## config.mk

```make
export PLATFORM = sky130hd
export DESIGN_NAME = pan_tilt_servo_aim_top
export DESIGN_NICKNAME = d
export VERILOG_FILES = /design/src/pta_pkg.sv /design/src/pan_tilt_servo_aim_top.sv
export SDC_FILE = /design/constraint.sdc
export NUM_CORES = 2
export LEC_CHECK = 0
export BUFFER_PORTS_ARGS = -buffer_cell sky130_fd_sc_hd__buf_2
export CAP_MARGIN = 0
export CORE_ASPECT_RATIO = 2
export CORE_MARGIN = 2
export CORE_UTILIZATION = 42
export DETAILED_ROUTE_END_ITERATION = 12
export GPL_ROUTABILITY_DRIVEN = 0
export GPL_TIMING_DRIVEN = 1
export SLEW_MARGIN = 10
export SYNTH_ARGS = -nofsm -noshare
export SYNTH_HDL_FRONTEND = slang
export SYNTH_SLANG_ARGS = --single-unit
```

## constraint.sdc

```tcl
create_clock -name clk_i -period 7.3 [get_ports clk_i]
set_input_delay 0.73 -clock clk_i [delete_from_list [all_inputs] [get_ports clk_i]]
set_output_delay 0.73 -clock clk_i [all_outputs]
set_load 0.01 [all_outputs]
```

## src/pta_pkg.sv

```systemverilog
// Shared types and constants of the pan/tilt servo aiming block.
package pta_pkg;

  // Sequencer states
  typedef enum logic [2:0] {
    ST_IDLE,
    ST_STEP,
    ST_APPLY,
    ST_CMUL,
    ST_CDIV,
    ST_DONE
  } state_e;

  // Input mode codes; code three is a no-op
  typedef enum logic [1:0] {
    MODE_MANUAL = 2'd0,
    MODE_CENTER = 2'd1,
    MODE_TRACK  = 2'd2
  } mode_e;

  // Register indexes
  localparam logic [2:0] REG_CENTER_X    = 3'd0;
  localparam logic [2:0] REG_CENTER_Y    = 3'd1;
  localparam logic [2:0] REG_TRACK_GAIN  = 3'd2;
  localparam logic [2:0] REG_JOY_GAIN    = 3'd3;
  localparam logic [2:0] REG_DEAD_ZONE   = 3'd4;
  localparam logic [2:0] REG_COMPARE_MIN = 3'd5;
  localparam logic [2:0] REG_COMPARE_MAX = 3'd6;

  // Field widths
  localparam int POS_W  = 10;
  localparam int GAIN_W = 16;
  localparam int CMP_W  = 16;
  localparam int GAIN_FRAC = 12;
  localparam int STEP_PROD_W = POS_W + GAIN_W;

  // Digit counts of the serial units (two bits per multiply digit)
  localparam int STEP_DIGITS = POS_W / 2;
  localparam int CMP_DIGITS  = CMP_W / 2;
  localparam int QUOT_BITS   = CMP_W;

  // Register reset values
  localparam logic [POS_W-1:0]  CENTER_X_RST    = 10'd160;
  localparam logic [POS_W-1:0]  CENTER_Y_RST    = 10'd120;
  localparam logic [GAIN_W-1:0] TRACK_GAIN_RST  = 16'd2048;
  localparam logic [GAIN_W-1:0] JOY_GAIN_RST    = 16'd205;
  localparam logic [POS_W-1:0]  DEAD_ZONE_RST   = 10'd15;
  localparam logic [CMP_W-1:0]  COMPARE_MIN_RST = 16'd500;
  localparam logic [CMP_W-1:0]  COMPARE_MAX_RST = 16'd2500;

endpackage

```

## src/pan_tilt_servo_aim_top.sv

```systemverilog
// Pan/tilt servo aiming: mode and coordinate in, two servo compare counts out.
// Sequence per input transaction: a radix-4 step multiply, an angle update, a radix-4
//   compare multiply and a restoring divide by 180 degrees; the step multiply and angle
//   update are skipped when no angle step is taken (center, manual-mode dead zone or
//   no-op). A new input is taken only after the result is loaded into the output register.
// Reset: default registers, both angles at 90 degrees, no result pending.
module pan_tilt_servo_aim_top #(
  parameter int ANGLE_FRAC_BITS = 12
) (
  input  logic        clk_i,
  input  logic        rst_ni,
  // configuration write port
  input  logic        cfg_we_i,
  input  logic [2:0]  cfg_index_i,
  input  logic [15:0] cfg_data_i,
  // input channel
  input  logic        in_valid_i,
  output logic        in_stall_o,
  input  logic [1:0]  mode_i,
  input  logic [9:0]  pos_x_i,
  input  logic [9:0]  pos_y_i,
  // output channel
  output logic        out_valid_o,
  input  logic        out_stall_i,
  output logic [15:0] pan_compare_o,
  output logic [15:0] tilt_compare_o,
  output logic        updated_o
);

  localparam int AW    = 8 + ANGLE_FRAC_BITS;
  localparam int SH_L  = (ANGLE_FRAC_BITS >= pta_pkg::GAIN_FRAC) ?
                         ANGLE_FRAC_BITS - pta_pkg::GAIN_FRAC : 0;
  localparam int SH_R  = (ANGLE_FRAC_BITS >= pta_pkg::GAIN_FRAC) ?
                         0 : pta_pkg::GAIN_FRAC - ANGLE_FRAC_BITS;
  localparam int STW   = pta_pkg::STEP_PROD_W + SH_L;
  localparam int SUMW  = STW + 2;
  localparam int PW    = AW + pta_pkg::CMP_W;
  localparam logic [AW-1:0] DEG90  = AW'(90) << ANGLE_FRAC_BITS;
  localparam logic [AW-1:0] DEG180 = AW'(180) << ANGLE_FRAC_BITS;
  localparam logic [PW-1:0] DIV_INIT = PW'(180) << (ANGLE_FRAC_BITS + pta_pkg::QUOT_BITS - 1);

  // Configuration registers
  logic [9:0]  center_x_q, center_y_q, dead_zone_q;
  logic [15:0] track_gain_q, joy_gain_q, compare_min_q, compare_max_q;

  // Angle state
  logic [AW-1:0] pan_angle_q, tilt_angle_q;

  // Sequencer
  pta_pkg::state_e state_q, state_d;
  logic [3:0]      cnt_q, cnt_d;
  logic            in_accept, start_cmp, out_load;

  // Per-item working registers
  logic        track_q, upd_q, sgn_x_q, sgn_y_q;
  logic [15:0] gain_q;
  logic [9:0]  magx_sr_q, magy_sr_q;
  logic [pta_pkg::STEP_PROD_W-1:0] accx_q, accy_q;
  logic [15:0] span_sr_q;
  logic [PW-1:0] rem_p_q, rem_t_q, dsh_q;
  logic [15:0] quot_p_q, quot_t_q;

  // Output register
  logic        out_valid_q, out_upd_q;
  logic [15:0] out_pan_q, out_tilt_q;

  // Input decode
  logic signed [10:0] off_x, off_y;
  logic [9:0]  abs_x, abs_y;
  logic        in_dz, go_step, set_center, upd_in;

  assign off_x = $signed({1'b0, pos_x_i}) - $signed({1'b0, center_x_q});
  assign off_y = $signed({1'b0, pos_y_i}) - $signed({1'b0, center_y_q});
  assign abs_x = off_x[10] ? 10'(-off_x) : off_x[9:0];
  assign abs_y = off_y[10] ? 10'(-off_y) : off_y[9:0];
  assign in_dz = (abs_x < dead_zone_q) && (abs_y < dead_zone_q);

  always_comb begin
    go_step    = 1'b0;
    set_center = 1'b0;
    upd_in     = 1'b0;
    unique case (pta_pkg::mode_e'(mode_i))
      pta_pkg::MODE_MANUAL: begin
        go_step = !in_dz;
        upd_in  = !in_dz;
      end
      pta_pkg::MODE_CENTER: begin
        set_center = 1'b1;
        upd_in     = 1'b1;
      end
      pta_pkg::MODE_TRACK: begin
        go_step = 1'b1;
        upd_in  = 1'b1;
      end
      default: ;
    endcase
  end

  // Compare span, zero when the range is inverted
  logic [15:0] span;
  assign span = (compare_max_q >= compare_min_q) ? compare_max_q - compare_min_q : '0;

  // Sequencer next state
  always_comb begin
    state_d    = state_q;
    in_stall_o = 1'b1;
    start_cmp  = 1'b0;
    out_load   = 1'b0;
    unique case (state_q)
      pta_pkg::ST_IDLE: begin
        in_stall_o = 1'b0;
        if (in_valid_i) begin
          if (go_step) begin
            state_d = pta_pkg::ST_STEP;
          end else begin
            state_d   = pta_pkg::ST_CMUL;
            start_cmp = 1'b1;
          end
        end
      end
      pta_pkg::ST_STEP: begin
        if (cnt_q == 4'(pta_pkg::STEP_DIGITS - 1)) state_d = pta_pkg::ST_APPLY;
      end
      pta_pkg::ST_APPLY: begin
        state_d   = pta_pkg::ST_CMUL;
        start_cmp = 1'b1;
      end
      pta_pkg::ST_CMUL: begin
        if (cnt_q == 4'(pta_pkg::CMP_DIGITS - 1)) state_d = pta_pkg::ST_CDIV;
      end
      pta_pkg::ST_CDIV: begin
        if (cnt_q == 4'(pta_pkg::QUOT_BITS - 1)) state_d = pta_pkg::ST_DONE;
      end
      pta_pkg::ST_DONE: begin
        if (!out_valid_q || !out_stall_i) begin
          out_load = 1'b1;
          state_d  = pta_pkg::ST_IDLE;
        end
      end
      default: state_d = pta_pkg::ST_IDLE;
    endcase
  end

  assign in_accept = in_valid_i && !in_stall_o;
  assign cnt_d     = (state_d != state_q) ? '0 : cnt_q + 4'd1;

  always_ff @(posedge clk_i or negedge rst_ni) begin
    if (!rst_ni) begin
      state_q <= pta_pkg::ST_IDLE;
      cnt_q   <= '0;
    end else begin
      state_q <= state_d;
      cnt_q   <= cnt_d;
    end
  end

  // Configuration writes; indexes past the list are ignored
  always_ff @(posedge clk_i or negedge rst_ni) begin
    if (!rst_ni) begin
      center_x_q    <= pta_pkg::CENTER_X_RST;
      center_y_q    <= pta_pkg::CENTER_Y_RST;
      track_gain_q  <= pta_pkg::TRACK_GAIN_RST;
      joy_gain_q    <= pta_pkg::JOY_GAIN_RST;
      dead_zone_q   <= pta_pkg::DEAD_ZONE_RST;
      compare_min_q <= pta_pkg::COMPARE_MIN_RST;
      compare_max_q <= pta_pkg::COMPARE_MAX_RST;
    end else if (cfg_we_i) begin
      unique case (cfg_index_i)
        pta_pkg::REG_CENTER_X:    center_x_q    <= cfg_data_i[9:0];
        pta_pkg::REG_CENTER_Y:    center_y_q    <= cfg_data_i[9:0];
        pta_pkg::REG_TRACK_GAIN:  track_gain_q  <= cfg_data_i;
        pta_pkg::REG_JOY_GAIN:    joy_gain_q    <= cfg_data_i;
        pta_pkg::REG_DEAD_ZONE:   dead_zone_q   <= cfg_data_i[9:0];
        pta_pkg::REG_COMPARE_MIN: compare_min_q <= cfg_data_i;
        pta_pkg::REG_COMPARE_MAX: compare_max_q <= cfg_data_i;
        default: ;
      endcase
    end
  end

  // Angle update: rescale step, add to base, saturate to 0..180 degrees
  logic [STW-1:0]         step_x, step_y;
  logic [AW-1:0]          base_p, base_t, pan_sat, tilt_sat;
  logic signed [SUMW-1:0] pan_sum, tilt_sum;

  assign step_x = (STW'(accx_q) << SH_L) >> SH_R;
  assign step_y = (STW'(accy_q) << SH_L) >> SH_R;
  assign base_p = track_q ? DEG90 : pan_angle_q;
  assign base_t = track_q ? DEG90 : tilt_angle_q;

  // pan moves against x offset, tilt with y offset
  assign pan_sum  = sgn_x_q ? $signed(SUMW'(base_p)) + $signed(SUMW'(step_x))
                            : $signed(SUMW'(base_p)) - $signed(SUMW'(step_x));
  assign tilt_sum = sgn_y_q ? $signed(SUMW'(base_t)) - $signed(SUMW'(step_y))
                            : $signed(SUMW'(base_t)) + $signed(SUMW'(step_y));

  always_comb begin
    if (pan_sum[SUMW-1])                       pan_sat = '0;
    else if ($unsigned(pan_sum) > SUMW'(DEG180)) pan_sat = DEG180;
    else                                       pan_sat = pan_sum[AW-1:0];
    if (tilt_sum[SUMW-1])                       tilt_sat = '0;
    else if ($unsigned(tilt_sum) > SUMW'(DEG180)) tilt_sat = DEG180;
    else                                        tilt_sat = tilt_sum[AW-1:0];
  end

  always_ff @(posedge clk_i or negedge rst_ni) begin
    if (!rst_ni) begin
      pan_angle_q  <= DEG90;
      tilt_angle_q <= DEG90;
    end else if (in_accept && set_center) begin
      pan_angle_q  <= DEG90;
      tilt_angle_q <= DEG90;
    end else if (state_q == pta_pkg::ST_APPLY) begin
      pan_angle_q  <= pan_sat;
      tilt_angle_q <= tilt_sat;
    end
  end

  // Serial datapath: radix-4 multiplies MSB first, then restoring divide
  logic [pta_pkg::STEP_PROD_W-1:0] gain_x2;
  logic [PW-1:0] pan_ext, tilt_ext;
  logic          ge_p, ge_t;

  assign gain_x2  = pta_pkg::STEP_PROD_W'(gain_q) << 1;
  assign pan_ext  = PW'(pan_angle_q);
  assign tilt_ext = PW'(tilt_angle_q);
  assign ge_p     = rem_p_q >= dsh_q;
  assign ge_t     = rem_t_q >= dsh_q;

  always_ff @(posedge clk_i) begin
    if (in_accept) begin
      track_q   <= (mode_i == pta_pkg::MODE_TRACK);
      upd_q     <= upd_in;
      sgn_x_q   <= off_x[10];
      sgn_y_q   <= off_y[10];
      magx_sr_q <= abs_x;
      magy_sr_q <= abs_y;
      gain_q    <= (mode_i == pta_pkg::MODE_TRACK) ? track_gain_q : joy_gain_q;
      accx_q    <= '0;
      accy_q    <= '0;
    end else if (state_q == pta_pkg::ST_STEP) begin
      accx_q <= (accx_q << 2) + (magx_sr_q[9] ? gain_x2 : '0)
              + (magx_sr_q[8] ? pta_pkg::STEP_PROD_W'(gain_q) : '0);
      accy_q <= (accy_q << 2) + (magy_sr_q[9] ? gain_x2 : '0)
              + (magy_sr_q[8] ? pta_pkg::STEP_PROD_W'(gain_q) : '0);
      magx_sr_q <= magx_sr_q << 2;
      magy_sr_q <= magy_sr_q << 2;
    end

    if (start_cmp) begin
      span_sr_q <= span;
      rem_p_q   <= '0;
      rem_t_q   <= '0;
      dsh_q     <= DIV_INIT;
    end else if (state_q == pta_pkg::ST_CMUL) begin
      rem_p_q <= (rem_p_q << 2) + (span_sr_q[15] ? pan_ext << 1 : '0)
               + (span_sr_q[14] ? pan_ext : '0);
      rem_t_q <= (rem_t_q << 2) + (span_sr_q[15] ? tilt_ext << 1 : '0)
               + (span_sr_q[14] ? tilt_ext : '0);
      span_sr_q <= span_sr_q << 2;
    end else if (state_q == pta_pkg::ST_CDIV) begin
      rem_p_q  <= ge_p ? rem_p_q - dsh_q : rem_p_q;
      rem_t_q  <= ge_t ? rem_t_q - dsh_q : rem_t_q;
      quot_p_q <= {quot_p_q[14:0], ge_p};
      quot_t_q <= {quot_t_q[14:0], ge_t};
      dsh_q    <= dsh_q >> 1;
    end
  end

  // Output register
  always_ff @(posedge clk_i or negedge rst_ni) begin
    if (!rst_ni) begin
      out_valid_q <= 1'b0;
    end else if (out_load) begin
      out_valid_q <= 1'b1;
    end else if (!out_stall_i) begin
      out_valid_q <= 1'b0;
    end
  end

  always_ff @(posedge clk_i) begin
    if (out_load) begin
      out_pan_q  <= compare_min_q + quot_p_q;
      out_tilt_q <= compare_min_q + quot_t_q;
      out_upd_q  <= upd_q;
    end
  end

  assign out_valid_o    = out_valid_q;
  assign pan_compare_o  = out_pan_q;
  assign tilt_compare_o = out_tilt_q;
  assign updated_o      = out_upd_q;

  // Checks
  a_busy_after_accept: assert property (@(posedge clk_i) disable iff (!rst_ni)
    in_accept |=> in_stall_o)
    else $error("input taken while a transaction is in flight");

  a_result_from_done: assert property (@(posedge clk_i) disable iff (!rst_ni)
    $rose(out_valid_o) |-> $past(state_q == pta_pkg::ST_DONE))
    else $error("result raised outside the done state");

  a_angle_range: assert property (@(posedge clk_i) disable iff (!rst_ni)
    (pan_angle_q <= DEG180) && (tilt_angle_q <= DEG180))
    else $error("angle outside 0..180 degrees");

  a_quot_bound: assert property (@(posedge clk_i) disable iff (!rst_ni)
    (state_q == pta_pkg::ST_DONE) |-> (quot_p_q <= span) && (quot_t_q <= span))
    else $error("compare offset exceeds span");

endmodule
```

# Word-level counts from Yosys, hierarchy flattened
# Cells that the tools add are included.
[totals]
inputBits = 46
out_inout_bits = 35
word_cells = 162
regBits = 422
[classes]
n_eq_ne = 18
n_bitwise = 2
reduce_logical = 28
mux = 55
magnitude_cmp = 7
n_addsub = 22
[ops]
columns = ["op", "count"]
rows = [
  ["$mux 20", 12],
  ["$mux 36", 6],
  ["$mux 16", 6],
  ["$add 36x20->36", 2],
  ["$add 36x21->36", 2],
  ["$ge 36x35->1", 2],
  ["$sub 36x35->36", 2],
  ["$mux 10", 6],
  ["$gt 28x20->1 const B", 2],
  ["$mux 28", 2],
  ["$add 20x26->27", 2],
  ["$sub 20x26->27", 2],
  ["$add 26x16->26", 2],
  ["$add 26x17->26", 2],
  ["$mux 21", 2],
  ["$mux 17", 2],
  ["$add 16x16->16", 2],
  ["$sub 10x10->11", 2],
  ["$lt 10x10->1", 2],
  ["$neg 10->10", 2],
  ["$reduce_and 2->1", 10],
  ["$pmux 3 s6", 1],
  ["$ge 16x16->1", 1],
  ["$sub 16x16->16", 1],
  ["24 further kinds", 57],
]

# Depth between registers and ports, before layout
[logic_depth]
depth_word = 12
ltp_mapped = 29
depth_no_buf = 26

# Worst setup path after synthesis
# OpenSTA, ideal clock, no wires.
[synth_timing]
path_kind = "input to register"
startpoint = "in pos_y_i[0]"
endpoint = "reg span_sr_q[0], enable pin"
n_path_buf = 2
setup_slack_ns = 1.762
cell_stages = 25
t_arrival_ns = 5.165
setup_ns = 0.373
cell_sequence = "inv_1 ha_1 inv_1 fa_1 a21o_1 a21oi_1 o21bai_1 a21oi_1 o21bai_1 a21oi_1 nor2_1 a211oi_1 clkbuf_1 o31a_1 xor2_1 ha_1 and4_1 a22o_1 nor3_1 o2111ai_1 o21ai_0 a31oi_1 nand2b_1 clkbuf_1 nand2_1"
[synth_between]
word_cells_on_any_way = 11
[synth_rtl]
columns = ["item", "line", "source"]
rows = [
  ["start, declared", "pan_tilt_servo_aim_top.sv:21", "input logic [9:0] pos_y_i,"],
  ["$sub 10x10->11", "pan_tilt_servo_aim_top.sv:73", "assign off_y = $signed({1'b0, pos_y_i}) - $signed({1'b0, center_y_q});"],
  ["named net off_y[10]", "pan_tilt_servo_aim_top.sv:68", "logic signed [10:0] off_x, off_y;"],
  ["$mux 10", "pan_tilt_servo_aim_top.sv:75", "assign abs_y = off_y[10] ? 10'(-off_y) : off_y[9:0];"],
  ["$lt 10x10->1", "pan_tilt_servo_aim_top.sv:76", "assign in_dz = (abs_x < dead_zone_q) && (abs_y < dead_zone_q);"],
  ["$logic_and 1x1->1", "pan_tilt_servo_aim_top.sv:76", ""],
  ["$logic_not 1->1", "pan_tilt_servo_aim_top.sv:84", "go_step = !in_dz;"],
  ["$pmux 1 s2", "pan_tilt_servo_aim_top.sv:82", "unique case (pta_pkg::mode_e'(mode_i))"],
  ["$mux 1", "pan_tilt_servo_aim_top.sv:113", "if (go_step) begin"],
  ["$mux 1", "pan_tilt_servo_aim_top.sv:112", "if (in_valid_i) begin"],
  ["$pmux 1 s2", "pan_tilt_servo_aim_top.sv:109", "unique case (state_q)"],
  ["$reduce_bool 2->1 (no source line)", "-", ""],
  ["end signal, assigned", "pan_tilt_servo_aim_top.sv:251", "span_sr_q <= span;"],
  ["end signal, assigned", "pan_tilt_servo_aim_top.sv:260", "span_sr_q <= span_sr_q << 2;"],
  ["end, declared", "pan_tilt_servo_aim_top.sv:59", "logic [15:0] span_sr_q;"],
]
# The timed path passes the listed nets, and every way through them passes these cells.
# A chain may end at the register's enable or synchronous reset.

# Worst setup path in the final report
[layout_timing]
startpoint = "reg center_x_q[0]"
endpoint = "reg span_sr_q[14], enable pin"
[layout_between]
word_cells_on_any_way = 11
[layout_rtl]
columns = ["item", "line", "source"]
rows = [
  ["start, declared", "pan_tilt_servo_aim_top.sv:43", "logic [9:0] center_x_q, center_y_q, dead_zone_q;"],
  ["start signal, assigned", "pan_tilt_servo_aim_top.sv:160", "center_x_q <= pta_pkg::CENTER_X_RST;"],
  ["start signal, assigned", "pan_tilt_servo_aim_top.sv:169", "pta_pkg::REG_CENTER_X: center_x_q <= cfg_data_i[9:0];"],
  ["$sub 10x10->11", "pan_tilt_servo_aim_top.sv:72", "assign off_x = $signed({1'b0, pos_x_i}) - $signed({1'b0, center_x_q});"],
  ["named net off_x[10]", "pan_tilt_servo_aim_top.sv:68", ""],
  ["$mux 10", "pan_tilt_servo_aim_top.sv:74", "assign abs_x = off_x[10] ? 10'(-off_x) : off_x[9:0];"],
  ["$lt 10x10->1", "pan_tilt_servo_aim_top.sv:76", ""],
  ["$logic_and 1x1->1", "pan_tilt_servo_aim_top.sv:76", ""],
  ["$logic_not 1->1", "pan_tilt_servo_aim_top.sv:84", ""],
  ["$pmux 1 s2", "pan_tilt_servo_aim_top.sv:82", ""],
  ["$mux 1", "pan_tilt_servo_aim_top.sv:113", ""],
  ["$mux 1", "pan_tilt_servo_aim_top.sv:112", ""],
  ["$pmux 1 s2", "pan_tilt_servo_aim_top.sv:109", ""],
  ["$reduce_bool 2->1 (no source line)", "-", ""],
]
# The timed path passes the listed nets, and every way through them passes these cells.

==> run_results.csv <==
group,metric,value,unit
sta,rsz0062_at_grt,"no",
power_and_ir_drop,p_total,16.42,mW
clock_tree,cts_buffers,42,
synth,muxShareOfSynthArea,3.935,%
cells_and_area,regArea,10410,um2
setup_path,ff2ff_path_depth,23,
sta,min_period,6.007,ns
synth,synth-xor-area-share,6.349,%
drt,via_count,28796,
setup_path,critPathLaunchType,"register",
setup_path,cp-end-kind,"register",
synth,syn-num-nets,4378,
grt,antenna_found_initial,1,
clock_tree,htree_levels,2,
place,portBuffers,80,
floorplan,dieWidth,207.8,um
power_and_ir_drop,peakVddDrop,0.2564,mV
sta,setup_viol_count_final,0,
drt,dr.pass1.iters,5,
sta,slew_headroom,20.01,%
synth,synthArstFlopShare,33.65,%
synth,synth.distinct_cells,111,
cells_and_area,final_nets,4372,
synth,synth_fa_ha_area_share,16.19,%
hold_path,min_path_type,"in2async",
synth,yosysSeqAreaShare,29.86,%
floorplan,num_rows,149,
synth,syn_avg_cell_area,8.880,um2
grt,grtUsageTotal,23.50,%
drt,viasPerCell,5.742,
drt,drtIter0Drc,1418,
sta,tns,0,ns
setup_path,path_delay_family,"compound AO/OA/AOI/OAI gates",
grt,grt_pass1_wl,159.9,mm
setup_path,rr_startpoint,"center_x_q[0]",
clock_tree,cts_setup_buffers,0,
sta,hold_viol,0,
drt,ant_nets,0,
setup_path,reg2reg_slack,1.29,ns
clock_tree,clock_latency,0.62,ns
synth,synth-simple-area-share,17.79,%
cells_and_area,drive_gt1_share,10.62,%
floorplan,die_h,411.6,um
clock_tree,path_clk_slew,0.07,ns
sta,timing.hold.ws,0.1279,ns
drt,wl,101.5,mm
setup_path,path_class,"reg2reg",
synth,synth_edf_count,121,
setup_path,cp_cell_sequence,"ha_1 -> fa_1 -> nor2b_1 -> o21ai_0 -> a21boi_0 -> o21ai_0 -> nand2b_1 -> a21o_1 -> a21oi_1 -> o21ai_0 -> inv_1 -> o31a_1 -> xor2_1 -> ha_1 -> and4_1 -> a22o_1 -> nor3_1 -> o2111ai_1 -> o21ai_0 -> buf_4 -> a31oi_1 -> nand2b_1 -> nand2_1",
floorplan,fp.dieArea,85510,um2
cells_and_area,multi_input_area,22810,um2
setup_path,crit_top_cell,"o21ai_0",
run,drv_cap,0,
synth,synth_top_family_by_area,"compound AO/OA/AOI/OAI gates",
sta,fmax,0.1665,GHz
cells_and_area,nFillCells,8140,
power_and_ir_drop,power-per-cell-area,435.3,nW/um2
sta,post-route-period-util,82.28,%
setup_path,critPathMaxFanout,17,
drt,drc_errors,0,
status,status,"finished, final reports clean",
setup_path,crit_required,7.55,ns
place,detailed_place_hpwl,80.72,mm
sta,fin_worst_skew,0.03128,ns
synth,synth_compound_area_share,20.92,%
floorplan,start_util,42.33,%
power_and_ir_drop,power_leakage,15.85,nW
clock_tree,clock-sinks,422,
setup_path,critical_path_arrival,6.25,ns
synth,synth_seq_cells,422,
floorplan,core_area,82400,um2
clock_tree,ctsRootBufferMaster,"clkbuf_16",
clock_tree,clk_path_buf_depth,3,
synth,synth_flop_cell,"dfxtp_1",
clock_tree,post_cts_resized,0,
sta,tightest_slew,1.193,ns
grt,grt_pass1_vias,29773,
cells_and_area,areaGrowthSynthToFinish,8.136,%
synth,syn_area,34880,um2
setup_path,crit_buf_inv,2,
synth,ys_warn_count,0,
setup_path,max_stage_delay,0.69,ns
clock_tree,postCtsHoldBufs,0,
clock_tree,cts_tree,"yes",
grt,grt_max_degree,85,
synth,synth_cells,3928,
grt,grt_overflow,0,
floorplan,pin_count,81,
setup_path,reg2reg_to,"span_sr_q[14]",
setup_path,critical_path.slowest_cell,"nand2_1",
sta,finalMaxSlewViolations,0,
drt,wl_per_cell,20.24,um
state kept, by name (all words and copies together), names as in the netlist, 20 cells and up:
signal / flops
rem_p_q: 36
accx_q: 26
accy_q: 26
pan_angle_q: 20
rem_t_q: 36
dsh_q: 35
tilt_angle_q: 20
power breakdown:
part / internal [mW] / leakage [nW] / total, mW / switching (mW)
Sequential: 3.19 / 4.15 / 3.95 / 0.757
Combinational: 4.12 / 11.0 / 10.0 / 5.90
Clock: 1.38 / 0.744 / 2.45 / 1.07
per-stage QoR:
step	instance area, um2	util [%]	worst slack (ns)	std cells
finish	37720	45.77	1.293	5015
global route	37710	45.77	0.7553	5013
CTS	37710	45.77	1.256	5013
detailed placement	36180	43.91	0.8272	4935
global placement	36180	43.91	0.9421	4935
floorplan	34880	-	1.762	3928
layout by cell type, fill, tap and decap left out, drive strengths merged, types with 35 or more instances in the layout:
cell and count:
mux2 105, o211ai 35, a21oi 263, fa 79, o21bai 36, a21o 92
dfrtp 107, nor2 259, xnor2 155, and3 41, nor3 74, nand3 112
nor2b 78, xor2 97, and2 163, edfxtp 121, dfxtp 159, nand2 289
dfstp 35, inv 265, buf 111, nand2b 55, nand4 44, a211oi 107
clkbuf 49, o21ai 221, ha 325
per-layer routing:
metal  vias up  share of wire [%]  wire length, um  track usage (%)
met5         -                  0                0                0
met1     13791                 33            33860            21.43
met4         0                8.5             8615            17.18
met2       564                 56            56440            47.28
li1      14131                  -                -                -
met3       310                2.5             2574            2.203
worst max path at each step:
stage / from / endpoint / cells past startpoint
floorplan: pos_y_i[0] / span_sr_q[0] / 25
global placement: pos_x_i[0] / span_sr_q[10] / 25
detailed placement: pos_x_i[0] / span_sr_q[15] / 24
CTS: center_x_q[0] / span_sr_q[14] / 22
global route: center_x_q[0] / span_sr_q[4] / 25
finish: center_x_q[0] / span_sr_q[14] / 23
final cells by class:
cell class                 count  share of cell area [%]
antenna                        2                 0.01327
clock buffer                  49                   3.105
clock inverter                29                  0.9554
inverter                     261                   2.597
multi-input combinational   3084                   60.49
sequential                   422                   27.61
tap                         1057                   3.506
timing repair buffer         111                   1.728
cell usage after synthesis, types with 91 or more instances:
library cell    n  area [um2]
dfrtp_1       107        2678
nor2_1        259       972.2
ha_1          325        4066
a211oi_1      103       773.2
a21oi_1       262        1311
and2_1        162        1013
dfxtp_1       159        3183
nand3_1       112       560.5
xor2_1         97       849.6
nand2_1       288        1081
mux2_2        105        1182
xnor2_1       154        1349
o21ai_0       205        1026
a21o_1         91       683.2
edfxtp_1      121        3633
clkbuf_1      124       465.5
inv_1         259       972.2
cells by family (layout without fill, tap and decap cells):
logic type / after synthesis / in the layout
compound gates: 1076 / 1076
xor+xnor: 252 / 252
fa+ha+maj: 404 / 404
buf+inv: 422 / 450
flops: 422 / 422
mux: 124 / 124
other cells: 0 / 2
simple gates: 1228 / 1228
Note: power is estimated with default switching activity, not from simulation.
